$ cat src/hw/rtl/lrbl_pkg.sv
// Shared constants and controller-to-datapath command type for the LCG random generator.
`timescale 1ns / 1ps
`default_nettype none

package lrbl_pkg;

    localparam int unsigned SEED_W  = 32;
    localparam int unsigned WORD_W  = 31;
    localparam int unsigned LIMIT_W = 32;

    localparam logic [SEED_W-1:0] LCG_MUL     = 32'd1103515245;
    localparam logic [SEED_W-1:0] LCG_ADD     = 32'd12345;
    localparam logic [SEED_W-1:0] SEED_OFFSET = 32'd51284;

    // Three generator steps, then one remainder bit per cycle over the word.
    localparam int unsigned LCG_STEPS = 3;
    localparam int unsigned DIV_STEPS = WORD_W;
    localparam int unsigned CNT_W     = $clog2(DIV_STEPS);

    typedef struct packed {
        logic load;        // capture request, reload seed if it is zero
        logic step;        // advance the seed once and fold bits into the word
        logic step_first;  // first advance: word starts from eleven bits
        logic div_step;    // one restoring remainder iteration
        logic out_load;    // move the finished result into the output register
    } cmd_t;

endpackage

`default_nettype wire

$ cat src/hw/rtl/lrbl_if.sv
// Request and response channel interfaces for the LCG random generator.
`timescale 1ns / 1ps
`default_nettype none

interface lrbl_req_if;
    logic                                valid;
    logic                                ready;
    logic [lrbl_pkg::LIMIT_W-1:0]        limit;
    logic [lrbl_pkg::SEED_W-1:0]         tick_now;

    modport source (output valid, output limit, output tick_now, input ready);
    modport sink   (input valid, input limit, input tick_now, output ready);
endinterface

interface lrbl_rsp_if;
    logic                                valid;
    logic                                ready;
    logic [lrbl_pkg::WORD_W-1:0]         value;
    logic                                limit_zero;

    modport source (output valid, output value, output limit_zero, input ready);
    modport sink   (input valid, input value, input limit_zero, output ready);
endinterface

`default_nettype wire

$ cat src/hw/rtl/lcg_random_below_limit.sv
// Top level of the LCG random generator returning a value below a requested limit.
//
//  channel | dir | payload                      | beat
//  req     | in  | limit[31:0], tick_now[31:0]  | valid & ready
//  rsp     | out | value[30:0], limit_zero      | valid & ready
//
// From acceptance, a request makes three seed advances through the single 32x32
// multiplier, one remainder step per word bit and one output load before its result is valid.
// A new request is accepted only in the idle state, once the previous one is done.
// The seed resets to zero, so the first request reloads it from tick_now.
// A new request is taken while the last result still waits; a request only
// stalls in its final cycle if that older result has not yet been read.
`timescale 1ns / 1ps
`default_nettype none

module lcg_random_below_limit (
    input  wire logic  clk,
    input  wire logic  rst_n,
    lrbl_req_if.sink   req,
    lrbl_rsp_if.source rsp
);

    lrbl_pkg::cmd_t cmd;

    lrbl_ctrl u_ctrl (
        .clk       (clk),
        .rst_n     (rst_n),
        .req_valid (req.valid),
        .req_ready (req.ready),
        .rsp_valid (rsp.valid),
        .rsp_ready (rsp.ready),
        .cmd       (cmd)
    );

    lrbl_dpath u_dpath (
        .clk        (clk),
        .rst_n      (rst_n),
        .cmd        (cmd),
        .limit      (req.limit),
        .tick_now   (req.tick_now),
        .value      (rsp.value),
        .limit_zero (rsp.limit_zero)
    );

endmodule

`default_nettype wire

$ cat src/hw/rtl/lrbl_ctrl.sv
// Sequencing state machine for the LCG random generator.
`timescale 1ns / 1ps
`default_nettype none

module lrbl_ctrl (
    input  wire logic           clk,
    input  wire logic           rst_n,
    input  wire logic           req_valid,
    output logic                req_ready,
    output logic                rsp_valid,
    input  wire logic           rsp_ready,
    output lrbl_pkg::cmd_t      cmd
);

    localparam logic [1:0] S_IDLE = 2'd0;
    localparam logic [1:0] S_STEP = 2'd1;
    localparam logic [1:0] S_DIV  = 2'd2;
    localparam logic [1:0] S_DONE = 2'd3;

    localparam logic [lrbl_pkg::CNT_W-1:0] STEP_LAST =
        lrbl_pkg::CNT_W'(lrbl_pkg::LCG_STEPS - 1);
    localparam logic [lrbl_pkg::CNT_W-1:0] DIV_LAST =
        lrbl_pkg::CNT_W'(lrbl_pkg::DIV_STEPS - 1);

    logic [1:0]                  state_reg, state_next;
    logic [lrbl_pkg::CNT_W-1:0]  cnt_reg, cnt_next;
    logic                        out_valid_reg, out_valid_next;

    always_comb
    begin
        state_next = state_reg;
        cnt_next   = cnt_reg;
        cmd        = '0;
        req_ready  = 1'b0;

        unique case (state_reg)
            S_IDLE:
            begin
                req_ready = 1'b1;
                if (req_valid)
                begin
                    cmd.load   = 1'b1;
                    cnt_next   = '0;
                    state_next = S_STEP;
                end
            end
            S_STEP:
            begin
                cmd.step       = 1'b1;
                cmd.step_first = (cnt_reg == '0);
                if (cnt_reg == STEP_LAST)
                begin
                    cnt_next   = '0;
                    state_next = S_DIV;
                end
                else
                begin
                    cnt_next = cnt_reg + 1'b1;
                end
            end
            S_DIV:
            begin
                cmd.div_step = 1'b1;
                if (cnt_reg == DIV_LAST)
                begin
                    state_next = S_DONE;
                end
                else
                begin
                    cnt_next = cnt_reg + 1'b1;
                end
            end
            S_DONE:
            begin
                // Wait here only while the previous result is still unread.
                if (!out_valid_reg || rsp_ready)
                begin
                    cmd.out_load = 1'b1;
                    state_next   = S_IDLE;
                end
            end
            default:
            begin
                state_next = S_IDLE;
            end
        endcase
    end

    always_comb
    begin
        priority if (cmd.out_load)
        begin
            out_valid_next = 1'b1;
        end
        else if (rsp_ready)
        begin
            out_valid_next = 1'b0;
        end
        else
        begin
            out_valid_next = out_valid_reg;
        end
    end

    assign rsp_valid = out_valid_reg;

    always_ff @(posedge clk or negedge rst_n)
    begin
        if (!rst_n)
        begin
            state_reg     <= S_IDLE;
            cnt_reg       <= '0;
            out_valid_reg <= 1'b0;
        end
        else
        begin
            state_reg     <= state_next;
            cnt_reg       <= cnt_next;
            out_valid_reg <= out_valid_next;
        end
    end

endmodule

`default_nettype wire

$ cat src/hw/rtl/lrbl_dpath.sv
// Seed register, LCG step unit, restoring remainder unit and output register.
`timescale 1ns / 1ps
`default_nettype none

module lrbl_dpath (
    input  wire logic                          clk,
    input  wire logic                          rst_n,
    input  wire lrbl_pkg::cmd_t                cmd,
    input  wire logic [lrbl_pkg::LIMIT_W-1:0]  limit,
    input  wire logic [lrbl_pkg::SEED_W-1:0]   tick_now,
    output logic      [lrbl_pkg::WORD_W-1:0]   value,
    output logic                               limit_zero
);

    logic [lrbl_pkg::SEED_W-1:0]   seed_reg;
    logic [lrbl_pkg::LIMIT_W-1:0]  limit_reg;
    logic [lrbl_pkg::WORD_W-1:0]   word_reg;
    logic [lrbl_pkg::LIMIT_W-1:0]  rem_reg;
    logic [lrbl_pkg::WORD_W-1:0]   value_reg;
    logic                          limit_zero_reg;

    logic [lrbl_pkg::SEED_W-1:0]   lcg_next;
    logic [lrbl_pkg::LIMIT_W:0]    trial;
    logic [lrbl_pkg::LIMIT_W:0]    diff;
    logic [lrbl_pkg::LIMIT_W-1:0]  rem_next;

    // Low 32 bits of the product are all the rule needs.
    assign lcg_next = seed_reg * lrbl_pkg::LCG_MUL + lrbl_pkg::LCG_ADD;

    // For a nonzero limit the partial remainder stays below it, so the trial stays below twice it.
    assign trial    = {rem_reg, word_reg[lrbl_pkg::WORD_W-1]};
    assign diff     = trial - {1'b0, limit_reg};
    assign rem_next = diff[lrbl_pkg::LIMIT_W] ? trial[lrbl_pkg::LIMIT_W-1:0]
                                              : diff[lrbl_pkg::LIMIT_W-1:0];

    always_ff @(posedge clk or negedge rst_n)
    begin
        if (!rst_n)
        begin
            seed_reg <= '0;
        end
        else if (cmd.load)
        begin
            if (seed_reg == '0)
            begin
                seed_reg <= tick_now + lrbl_pkg::SEED_OFFSET;
            end
        end
        else if (cmd.step)
        begin
            seed_reg <= lcg_next;
        end
    end

    always_ff @(posedge clk)
    begin
        if (cmd.load)
        begin
            limit_reg <= limit;
            rem_reg   <= '0;
        end
        else if (cmd.div_step)
        begin
            rem_reg <= rem_next;
        end

        if (cmd.step)
        begin
            if (cmd.step_first)
            begin
                word_reg <= {20'd0, lcg_next[26:16]};
            end
            else
            begin
                word_reg <= {word_reg[lrbl_pkg::WORD_W-11:0], lcg_next[25:16]};
            end
        end
        else if (cmd.div_step)
        begin
            word_reg <= {word_reg[lrbl_pkg::WORD_W-2:0], 1'b0};
        end

        if (cmd.out_load)
        begin
            limit_zero_reg <= (limit_reg == '0);
            value_reg      <= (limit_reg == '0) ? '0 : rem_reg[lrbl_pkg::WORD_W-1:0];
        end
    end

    assign value      = value_reg;
    assign limit_zero = limit_zero_reg;

endmodule

`default_nettype wire
$ cat src/flat_wrapper.sv
// flat-port wrapper written by rule: the top's interface ports become plain ports
module lcg_random_below_limit_flat 
  (clk, rst_n, req_valid, req_limit, req_tick_now, req_ready, rsp_valid, rsp_value, rsp_limit_zero, rsp_ready);
  lrbl_req_if req_i ();
  lrbl_rsp_if rsp_i ();
  input  wire logic clk;
  input  wire logic rst_n;
  input wire logic [$bits(req_i.valid)-1:0] req_valid;
  input wire logic [$bits(req_i.limit)-1:0] req_limit;
  input wire logic [$bits(req_i.tick_now)-1:0] req_tick_now;
  output wire logic [$bits(req_i.ready)-1:0] req_ready;
  output wire logic [$bits(rsp_i.valid)-1:0] rsp_valid;
  output wire logic [$bits(rsp_i.value)-1:0] rsp_value;
  output wire logic [$bits(rsp_i.limit_zero)-1:0] rsp_limit_zero;
  input wire logic [$bits(rsp_i.ready)-1:0] rsp_ready;
  assign req_i.valid = req_valid;
  assign req_i.limit = req_limit;
  assign req_i.tick_now = req_tick_now;
  assign req_ready = req_i.ready;
  assign rsp_valid = rsp_i.valid;
  assign rsp_value = rsp_i.value;
  assign rsp_limit_zero = rsp_i.limit_zero;
  assign rsp_i.ready = rsp_ready;
  lcg_random_below_limit u_core (.clk(clk), .rst_n(rst_n), .req(req_i), .rsp(rsp_i));
endmodule
$ cat config.mk
export PLATFORM = sky130hd
export DESIGN_NAME = lcg_random_below_limit_flat
export DESIGN_NICKNAME = d
export VERILOG_FILES = /design/src/hw/rtl/lrbl_pkg.sv /design/src/hw/rtl/lrbl_if.sv /design/src/hw/rtl/lcg_random_below_limit.sv /design/src/hw/rtl/lrbl_ctrl.sv /design/src/hw/rtl/lrbl_dpath.sv /design/src/flat_wrapper.sv
export SDC_FILE = /design/constraint.sdc
export NUM_CORES = 1
export LEC_CHECK = 0
export BUFFER_PORTS_ARGS = -buffer_cell sky130_fd_sc_hd__buf_4
export CORE_ASPECT_RATIO = 0.6
export CORE_MARGIN = 5
export CORE_UTILIZATION = 44
export CTS_CLUSTER_DIAMETER = 60
export CTS_CLUSTER_SIZE = 24
export DETAILED_ROUTE_END_ITERATION = 8
export PLACE_DENSITY = 0.62
export SKIP_LAST_GASP = 1
export SLEW_MARGIN = 15
export SYNTH_ARGS = -nofsm -noshare
export SYNTH_HDL_FRONTEND = slang
export SYNTH_SLANG_ARGS = --single-unit
export TNS_END_PERCENT = 30
$ cat constraint.sdc
create_clock -name clk -period 6.6 [get_ports clk]
set_input_delay 1.65 -clock clk [delete_from_list [all_inputs] [get_ports clk]]
set_output_delay 1.65 -clock clk [all_outputs]
set_load 0.03 [all_outputs]
# Yosys cells after proc, flatten, opt, wreduce, memory -nomap -nowiden
# Cells that the tools add are included.
totals:
  inputBits: 68
  word_cells: 63
  reg_bits: 167
  out_inout_bits: 34
classes:
  mux: 25
  add_sub_neg: 4
  reduce_logical: 13
  eq_ne: 11
  mul: 1
op_table:
  columns: ["cell", "count"]
  rows:
  - ["$mux W32", 4]
  - ["$mux W31", 3]
  - ["$logic_not A32 Y1", 2]
  - ["$sub A33 B32 Y33", 1]
  - ["$add A32 B14 Y32 const B", 1]
  - ["$add A32 B16 Y32 const B", 1]
  - ["$mul A32 B31 Y32 const B", 1]
  - ["$mux W5", 3]
  - ["$pmux W5 S3", 1]
  - ["$ne A2 B2 Y1 const B", 6]
  - ["$mux W2", 5]
  - ["$mux W1", 8]
  - ["$pmux W2 S4", 1]
  - ["$reduce_bool A2 Y1", 3]
  - ["$add A5 B1 Y5 const B", 1]
  - ["$eq A5 B2 Y1 const B", 1]
  - ["$eq A5 B5 Y1 const B", 1]
  - ["$logic_not A5 Y1", 1]
  - ["$eq A2 B2 Y1 const B", 2]
  - ["$reduce_and A4 Y1", 1]
  - ["$reduce_and A3 Y1", 1]
  - ["$reduce_bool A3 Y1", 1]
  - ["$eq A2 B1 Y1 const B", 1]
  - ["$logic_not A2 Y1", 1]
  - ["other kinds (3)", 3]

# Longest topological paths before layout
# Gate-level depths: netlist of the first run.
depth:
  depth_word: 5
  mapped_depth: 28
  depth_no_buf: 28

# By module
# Synthesis of the first run repeated with hierarchy kept, for this count alone.
hier_totals:
  hier_cells: 1920
  hier_area_um2: 18556.5
modules_own_cells:
  columns: ["module", "cells_each", "seq_area_each_um2", "n_inst", "area_per_inst_um2"]
  rows:
  - ["lrbl_dpath", 1858, 4294.1, 1, 17961.0]
  - ["lrbl_ctrl", 62, 200.2, 1, 595.6]

# Worst setup path after synthesis of the first run
# OpenSTA, ideal clock, no wires.
synth_path:
  path_kind: "reg2reg"
  from: "reg u_core.u_dpath.seed_reg[6] (netlist name)"
  to: "reg u_core.u_dpath.word_reg[9] (netlist name) (data pin)"
  n_path_buf: 0
  required_time_ns: 6.340
  t_arrival_ns: 6.759
  synth_period_minus_slack_ns: 7.019
  setup_time_ns: 0.260
  setup_slack_ns: -0.419
  stages_incl_launch_ff: 28
  cell_sequence: "dfrtp_1 -> inv_1 -> ha_1 -> xor2_1 -> ha_1 -> a21oi_1 -> fa_1 -> fa_1 -> inv_1 -> fa_1 -> inv_1 -> fa_1 -> inv_1 -> fa_1 -> inv_1 -> fa_1 -> inv_1 -> ha_1 -> nand2_1 -> or3_1 -> nor2_1 -> and3_1 -> o31a_1 -> o21ai_1 -> a21oi_1 -> nor2_1 -> xnor2_1 -> mux2_2"
synth_between:
  elab_chain_len: 4
synth_lines:
  columns: ["element", "line_no", "source"]
  rows:
  - ["from (decl)", "lrbl_dpath.sv:15", "logic [lrbl_pkg::SEED_W-1:0] seed_reg;"]
  - ["from (signal assigned)", "lrbl_dpath.sv:46", "seed_reg <= tick_now + lrbl_pkg::SEED_OFFSET;"]
  - ["from (signal assigned)", "lrbl_dpath.sv:51", "seed_reg <= lcg_next;"]
  - ["$mul A32 B31 Y32", "lrbl_dpath.sv:28", "assign lcg_next = seed_reg * lrbl_pkg::LCG_MUL + lrbl_pkg::LCG_ADD;"]
  - ["$add A32 B14 Y32", "lrbl_dpath.sv:28", null]
  - ["$mux W31", "lrbl_dpath.sv:69", "if (cmd.step_first)"]
  - ["$mux W31", "lrbl_dpath.sv:67", "if (cmd.step)"]
  - ["to (signal assigned)", "lrbl_dpath.sv:71", "word_reg <= {20'd0, lcg_next[26:16]};"]
  - ["to (signal assigned)", "lrbl_dpath.sv:75", "word_reg <= {word_reg[lrbl_pkg::WORD_W-11:0], lcg_next[25:16]};"]
  - ["to (signal assigned)", "lrbl_dpath.sv:80", "word_reg <= {word_reg[lrbl_pkg::WORD_W-2:0], 1'b0};"]
  - ["to (decl)", "lrbl_dpath.sv:17", "logic [lrbl_pkg::WORD_W-1:0] word_reg;"]
# Every way passes these cells.
# A chain may end at the register's enable or synchronous reset.

# Worst setup path after layout of the first run
layout_path:
  from: "reg u_core.u_dpath.seed_reg[15] (netlist name)"
  to: "reg u_core.u_dpath.word_reg[5] (netlist name) (data pin)"
# Same word-level chain as after synthesis.

==> results.txt, run 1 <==
- Adding up every negative setup slack in the final design gives -1.053 ns.
* Worst endpoint data arrival time: 7.00 ns
- Setup violations, final: 12
- The slowest stage of the critical path belongs to the cell fa_1.
* CTS clock-pin slew for the worst setup and hold paths: approximately 0.07 ns
* Sequential Area: roughly 4500 µm²
- Total number of clock tree sinks: ~170
- Ranked by total cell area, the synthesized netlist is headed by fa_1 20%, ha_1 18%, edfxtp_1 15%.
- Final ANT Viol Nets: 0
* Post-route worst hold slack: 0.5135 ns
* Half-perimeter wire length after detailed placement: ~50,000 µm
- Nets in the synthesized netlist: ~2,400
* Clock root cell: clkbuf_16
* Violated checks: negative setup slack
- Clock tree from TritonCTS: yes
- In this run the register-to-register setup slack is -0.20 ns.
- Routed via count divided by cell count: roughly 5.3
* Post-route minimum period: 6.797 ns
* Layout cell share with drive strength beyond 1: 0.1986
* Effective utilization at floorplan: 0.4432
- Die Span Y: between 150 and 200 µm
- Fill cell count: roughly 3,800
- Worst path max stage delay: 0.57 ns
- Crit Path Category: reg -> reg
* CTS H-tree depth: 4
- Number of buffers added by the clock tree synthesis step: 17
- Tcrit/Tclk final: 1.030
* Required @ worst endpoint: about 6.8 ns
- After the first detailed-routing iteration, the DRC count stood at about 1,300.
- The congestion estimate from routability-driven global placement came to ~1.
* Setup crit end kind: flip-flop
- Gr usage total: 0.2614
- Maximum fanout encountered on the critical timing path: 4
- Max Clk Rate: about 150 MHz
- The most used flip-flop cell after synthesis is edfxtp_1.
* Synth warnings: 0
- Standard-cell rows: 58
- The number of slew-limit violations in the final report is 0.
* Cell area after technology mapping: approximately 18,000 µm²
- For this run, the register share of the synthesized area comes to 0.2434.
- The detailed router placed ~14,000 vias in this run.
- Summed over all instances, the cell type with the most area after synthesis is fa_1.
* Actual transition at the worst max-transition pin: ~1.1 ns
- From synthesis to final layout, the design area changed by 20.64%.
* DRC violations left: 0
- 0 antenna diodes ended up in the layout.
* Antenna violations before repair: 1
* Critical path startpoint category: flip-flop
* Number of standard cells in the final layout excluding fillers: 2,740
- Unrepaired setup endpoints after global routing: true
* Post-synthesis cell type count: 66
- Final Hold Vio Count: 0
* Drt first pass iters: 5
- Cts-stage hold buffer count: 0
- Number of enable-type register cells in the synthesized netlist: 95
* Critical Path Most Common Cell: inv_1
* Full die area: between 40,000 and 50,000 µm²
- The endpoint identified for the worst register-to-register timing path is u_core.u_dpath.word_reg[5].
- Counting flops with an async set or reset pin after synthesis yields a share of 0.2395.
* Number of input and output port buffers inserted: approximately 100
- The final layout contains routed wiring with a total length of about 60,000 µm.
* Setup slack after layout: -0.1974 ns
- Later-pin clock latency in the skew report: 0.45 ns
- Across the run, the number of max-cap violations was 0.
- In this run the critical register-to-register path is launched from u_core.u_dpath.seed_reg[15].
- Entering global routing, the biggest net connects 63 pins.
- Top-area cell type share of the netlist area: 0.2049
- Before CTS, the worst setup slack after placement is -0.2752 ns.
* Hold Path Class: reg -> reg
- In the final routed layout, each cell accounts on average for 21.80 µm.
- Final-stage net count: between 2,000 and 3,000
- Run status: complete, but fails checks
- In the final layout, the multi-input gates occupy around 13,000 µm².
- Number of synthesized register bits: about 170
* Endpoint of the worst setup timing path: u_core.u_dpath.word_reg[5]
- Number of cells on the worst reg-to-reg path: 29
- The number of global-route vias before repair came to between 10,000 and 15,000.
- The average instance in the mapped netlist occupies just under 10 µm².
- The number of placed instances, taps included, is between 2,000 and 3,000.
- Wire length of the first global-routing pass: 89,560 µm
* Ports placed on the boundary: approximately 100
- The worst pin sits at a relative slew slack of 0.2819.
- Horizontal die dimension: about 270 µm
- On the final layout, the worst clock skew is roughly 0.014 ns.
- In this run the deepest clock path goes through 2 buffers.
* Global route total overflow: 0
- In the layout the commonest cells are 448 x inv_1, 268 x buf_4, 233 x ha_1.
- Leading cell type in the layout, fill and taps excluded: inv_1
* Startpoint of the worst setup timing path: u_core.u_dpath.seed_reg[15]
- Synthesis produced a netlist whose cell count is between 1,500 and 2,000.
- Total core area: roughly 42,000 µm²
[cells in the mapped netlist, types with 11 or more instances]
| cell | count |
|---|---|
| nand3_1 | 19 |
| mux2i_1 | 47 |
| nand2_1 | 71 |
| dfrtp_1 | 40 |
| a21oi_1 | 86 |
| o211ai_1 | 13 |
| dfxtp_1 | 32 |
| nor2b_1 | 37 |
| ha_1 | 262 |
| nand2b_1 | 16 |
| mux2_2 | 11 |
| xor2_1 | 43 |
| nor3_1 | 15 |
| a31oi_1 | 14 |
| nand4_1 | 12 |
| edfxtp_1 | 95 |
| o21a_1 | 15 |
| fa_1 | 189 |
| nor2_1 | 86 |
| a21o_1 | 22 |
| clkbuf_1 | 32 |
| o21ai_0 | 80 |
| xnor2_1 | 68 |
| a211oi_1 | 19 |
| inv_1 | 463 |
[routing by layer]
| metal | wire [µm] | part of all wire | track usage |
|---|---|---|---|
| met3 | 8304 | 0.14 | 0.1260 |
| met1 | 29270 | 0.49 | 0.4142 |
| met5 | 18 | 0.00030 | 0 |
| met2 | 21580 | 0.36 | 0.3205 |
| met4 | 548 | 0.0092 | 0.03726 |
[cells by family (layout without fill, tap and decap cells)]
family / after synthesis / in the layout / share of synthesized area
simple gates: 302 / 302 / 0.08003
fa+ha+maj: 451 / 451 / 0.3825
xor+xnor: 112 / 112 / 0.05415
compound gates: 307 / 307 / 0.1034
flops: 167 / 167 / 0.2434
buf+inv: 500 / 771 / 0.1029
mux: 60 / 60 / 0.03361
[worst min path at each step]
stage,endpoint,cells after the start,from
5_1_grt,u_core.u_dpath.rem_reg[0],2,u_core.u_dpath.rem_reg[0]
3_3_place_gp,u_core.u_dpath.rem_reg[0],2,u_core.u_dpath.rem_reg[0]
4_1_cts,u_core.u_dpath.rem_reg[0],2,u_core.u_dpath.rem_reg[0]
6_report,u_core.u_dpath.rem_reg[0],2,u_core.u_dpath.rem_reg[0]
2_1_floorplan,u_core.u_ctrl.cnt_reg[4],1,u_core.u_ctrl.cnt_reg[4]
3_5_place_dp,u_core.u_dpath.rem_reg[0],2,u_core.u_dpath.rem_reg[0]
[cell type report]
class / instances / area share
tap: 570 / 0.03202
clock inverter: 13 / 0.004999
multi-input combinational: 1232 / 0.5680
inverter: 463 / 0.07814
timing repair buffer: 276 / 0.09516
clock buffer: 19 / 0.01944
sequential: 167 / 0.2023
[per-stage QoR]
step	utilization	instance area, µm²
after floorplan	-	18540
after detailed placement	0.5044	21010
after global placement	0.5044	21010
final	0.5347	22270
after global routing	0.5347	22270
after CTS	0.5233	21800
[worst max-delay path: cells and delay by family (launching register included)]
family	cells	cell delay (ns)
AND/OR/NAND/NOR	5	0.84
flip-flops	1	0.44
adder cells (fa/ha/maj)	9	3.70
AO/OA/AOI/OAI	1	0.21
multiplexers	1	0.25
buffers and inverters	13	1.10
[what timing repair did]
item | 4_1_cts | 5_1_grt
gates resized for setup | 25 | 82
pin swaps | 42 | 56
gates cloned | 0 | 0
buffers inserted | 13 | 10
endpoints found under the setup margin | 18 | 27
Power of run 1 is not shown: default switching activity piles up to over one toggle a cycle in this logic, so the estimate is an artifact.
==> inputs of run 2 (changes only) <==
REMOVE_ABC_BUFFERS = 1   (was unset)
SKIP_LAST_GASP = unset   (was 1)
==> run 2 against run 1 <==
The run still ends with negative setup slack left. Clock skew increased by 0.0024 ns. Worst hold slack got worse by 0.0078 ns. Die area did not move. Count of clock-buffer cells in the layout decreased by 2. Utilization about the same. Critical path depth fell by 3. Register-to-register slack improved by 0.02 ns. First-iteration DRC count shrank 3.0%. Via count decreased by 1.5%. Critical endpoint is now u_core.u_dpath.word_reg[9].
==> results.txt, run 2 (synthesis results as in run 1) <==
* Critical path buffers and inverters: 5
- 0 antenna diodes ended up in the layout.
- Across the run, the number of max-cap violations was 0.
- Summed over all failing endpoints, the final setup total negative slack is -0.8935 ns.
* Worst path max stage delay: between 0.5 and 0.6 ns
- Startpoint of the worst setup timing path: u_core.u_dpath.seed_reg[7]
- Endpoint of the worst hold-timing path: u_core.u_dpath.rem_reg[0]
- The worst register-to-register path begins at u_core.u_dpath.seed_reg[7].
- Setup crit end kind: flip-flop
- Area of all placed cells without fillers: 22,260 µm²
- Run status: complete, but fails checks
* Violated checks: negative setup slack
- Number of standard cells in the final layout excluding fillers: between 2,000 and 3,000
- STA classifies the critical path startpoint as a flip-flop.
- Clock tree synthesis found a total of between 150 and 200 sinks.
- Measured against its own limit, the worst slew margin works out to 0.2748.
- Post-route minimum period: 6.782 ns
* Placed cell count: around 2,700
* Reg-to-reg critical path endpoint: u_core.u_dpath.word_reg[9]
- Entering global routing, the biggest net connects between 60 and 70 pins.
* Ports placed on the boundary: between 100 and 150
- Global route total overflow: 0
- Crit Path Category: reg -> reg
* Antenna violations before repair: 0
- Start point of the worst hold path: u_core.u_dpath.rem_reg[0]
- The clock passes through at most 2 buffers.
- Timing would allow up to around 150 MHz.
* Setup violations, final: 10
- The slowest stage of the critical path belongs to the cell fa_1.
* CTS H-tree depth: 4
* Clock tree from TritonCTS: yes
- Of all nets on the critical path, the largest fanout is 5.
* Final-stage net count: approximately 2,700
- Final Hold Vio Count: 0
- Summed over all nets, the half-perimeter wirelength after detailed placement is 45,220 µm.
* Worst endpoint data arrival time: approximately 7.0 ns
- Required @ worst endpoint: 6.82 ns
* R2R setup slack: -0.18 ns
- Standard-cell rows: between 50 and 60
- In this design, the critical path's most frequently occurring cell is fa_1.
- For the pin with the worst max-slew slack, the measured transition is about 1.1 ns.
- The tree is rooted in a clkbuf_16.
- The top cell types in the final layout, fill and taps aside, are 450 x inv_1, 281 x buf_4, 241 x ha_1.
- Full die area: 46,290 µm²
- Final weighted congestion of routability-driven global placement: about 0.96
- In the final layout, the share of cells above drive strength 1 is 0.1945.
- Cts-stage hold buffer count: 0
- Buffers inserted during clock tree synthesis total 17.
- In the routed design, unresolved DRC markers number 0.
- For the final database, setup skew stands at 0.01634 ns.
* Effective utilization at floorplan: 0.4432
- CTS clock-pin slew for the worst setup and hold paths: ~0.08 ns
- Total core area: between 40,000 and 50,000 µm²
* Setup slack after layout: -0.1817 ns
- Setup repair after global routing could not meet its margin everywhere.
- From left edge to right edge, the die measures approximately 270 µm.
- Tcrit/Tclk final: 1.028
* Gr usage total: 0.2395
- The number of slew-limit violations in the final report was 0.
* Relative area change from synthesis to final layout: 20.54%
- Overall via count from detail_route: roughly 14,000
- Counting instances, the worst hold path has a depth of 2.
* Post-place instance area: about 21,000 µm²
- Number of input and output port buffers inserted: 101
* Routed via count divided by cell count: between 5 and 6
- Measured along the y axis, the die boundary spans approximately 170 µm.
- Number of cells on the worst reg-to-reg path: 26
- Via count of the first global-routing pass: between 10,000 and 15,000
- Clock latency on the worst-skew pair, taken at its later pin, is around 0.46 ns.
* Wire length of the first global-routing pass: approximately 85,000 µm
* Routed length per placed instance: around 20 µm
- Hold Path Class: reg -> reg
- For this block, the initial DRC count from the detailed router was roughly 1,200.
* Final ANT Viol Nets: 0
- The first detailed-routing pass took 5 iterations.
- Aggregate routed wire length: around 54,000 µm
* Leading cell type in the layout, fill and taps excluded: inv_1
- Delay-heaviest family, CP: adder cells
## run 2: cell count changes in the layout (fill, tap and decap cells not counted), sizes merged
cell	previous run	this run
clkinvlp	3	1
buf	276	286
clkbuf	19	17
clkinv	2	3
inv	471	474
## run 2: worst register-to-register path, delay by kind of cell (launching register included)
kind / cells / cell delay, ns
and+or+nand+nor: 5 / 0.79
AOI/OAI and AO/OA: 4 / 0.70
muxes: 1 / 0.26
xor gates and xnor gates: 2 / 0.32
buffers and inverters: 5 / 0.44
adders and majority gates: 9 / 3.66
DFF: 1 / 0.41
## run 2: cell type report
type	instances	area (µm²)
clock inverters	15	152.6
multi-input cells	1232	12560
fillers	3784	19400
repair buffers	286	2166
flip-flops and latches	167	4497
clock buffers	17	425.4
well taps	570	713.2
inverters	463	1738
## run 2: per-layer routing
metal  GRT usage  part of all wire  up-vias
met2      0.3265              0.39      434
met1      0.3874              0.51     7049
met3     0.05469             0.084       42
li1            -                 -     6696
met5           0                 0        -
met4     0.04142             0.013        0
## run 2: how the worst max path moves through the flow
stage / end / slack (ns) / depth (start not counted)
2_1_floorplan: u_core.u_dpath.word_reg[9] / -0.42 / 27
3_3_place_gp: u_core.u_dpath.seed_reg[30] / -0.52 / 28
3_5_place_dp: u_core.u_dpath.seed_reg[30] / -0.61 / 26
4_1_cts: u_core.u_dpath.word_reg[9] / -0.11 / 26
5_1_grt: u_core.u_dpath.seed_reg[30] / -0.38 / 24
6_report: u_core.u_dpath.word_reg[9] / -0.18 / 26
## run 2: repair_timing
action                     4_1_cts  5_1_grt
setup buffers                   19        6
setup endpoints to repair       19       23
resized for setup               76       31
pin swaps                       52       32
## run 2: metrics by stage
step | util | hold WS [ns] | setup WS (ns)
2_1_floorplan | - | 0.4604 | -0.4199
3_3_place_gp | 0.5041 | 0.4895 | -0.5221
3_5_place_dp | 0.5041 | 0.4988 | -0.6114
4_1_cts | 0.5299 | 0.5079 | -0.1147
5_1_grt | 0.5343 | 0.5275 | -0.3768
6_report | 0.5343 | 0.5056 | -0.1817
Power of run 2 is left out for the same reason.
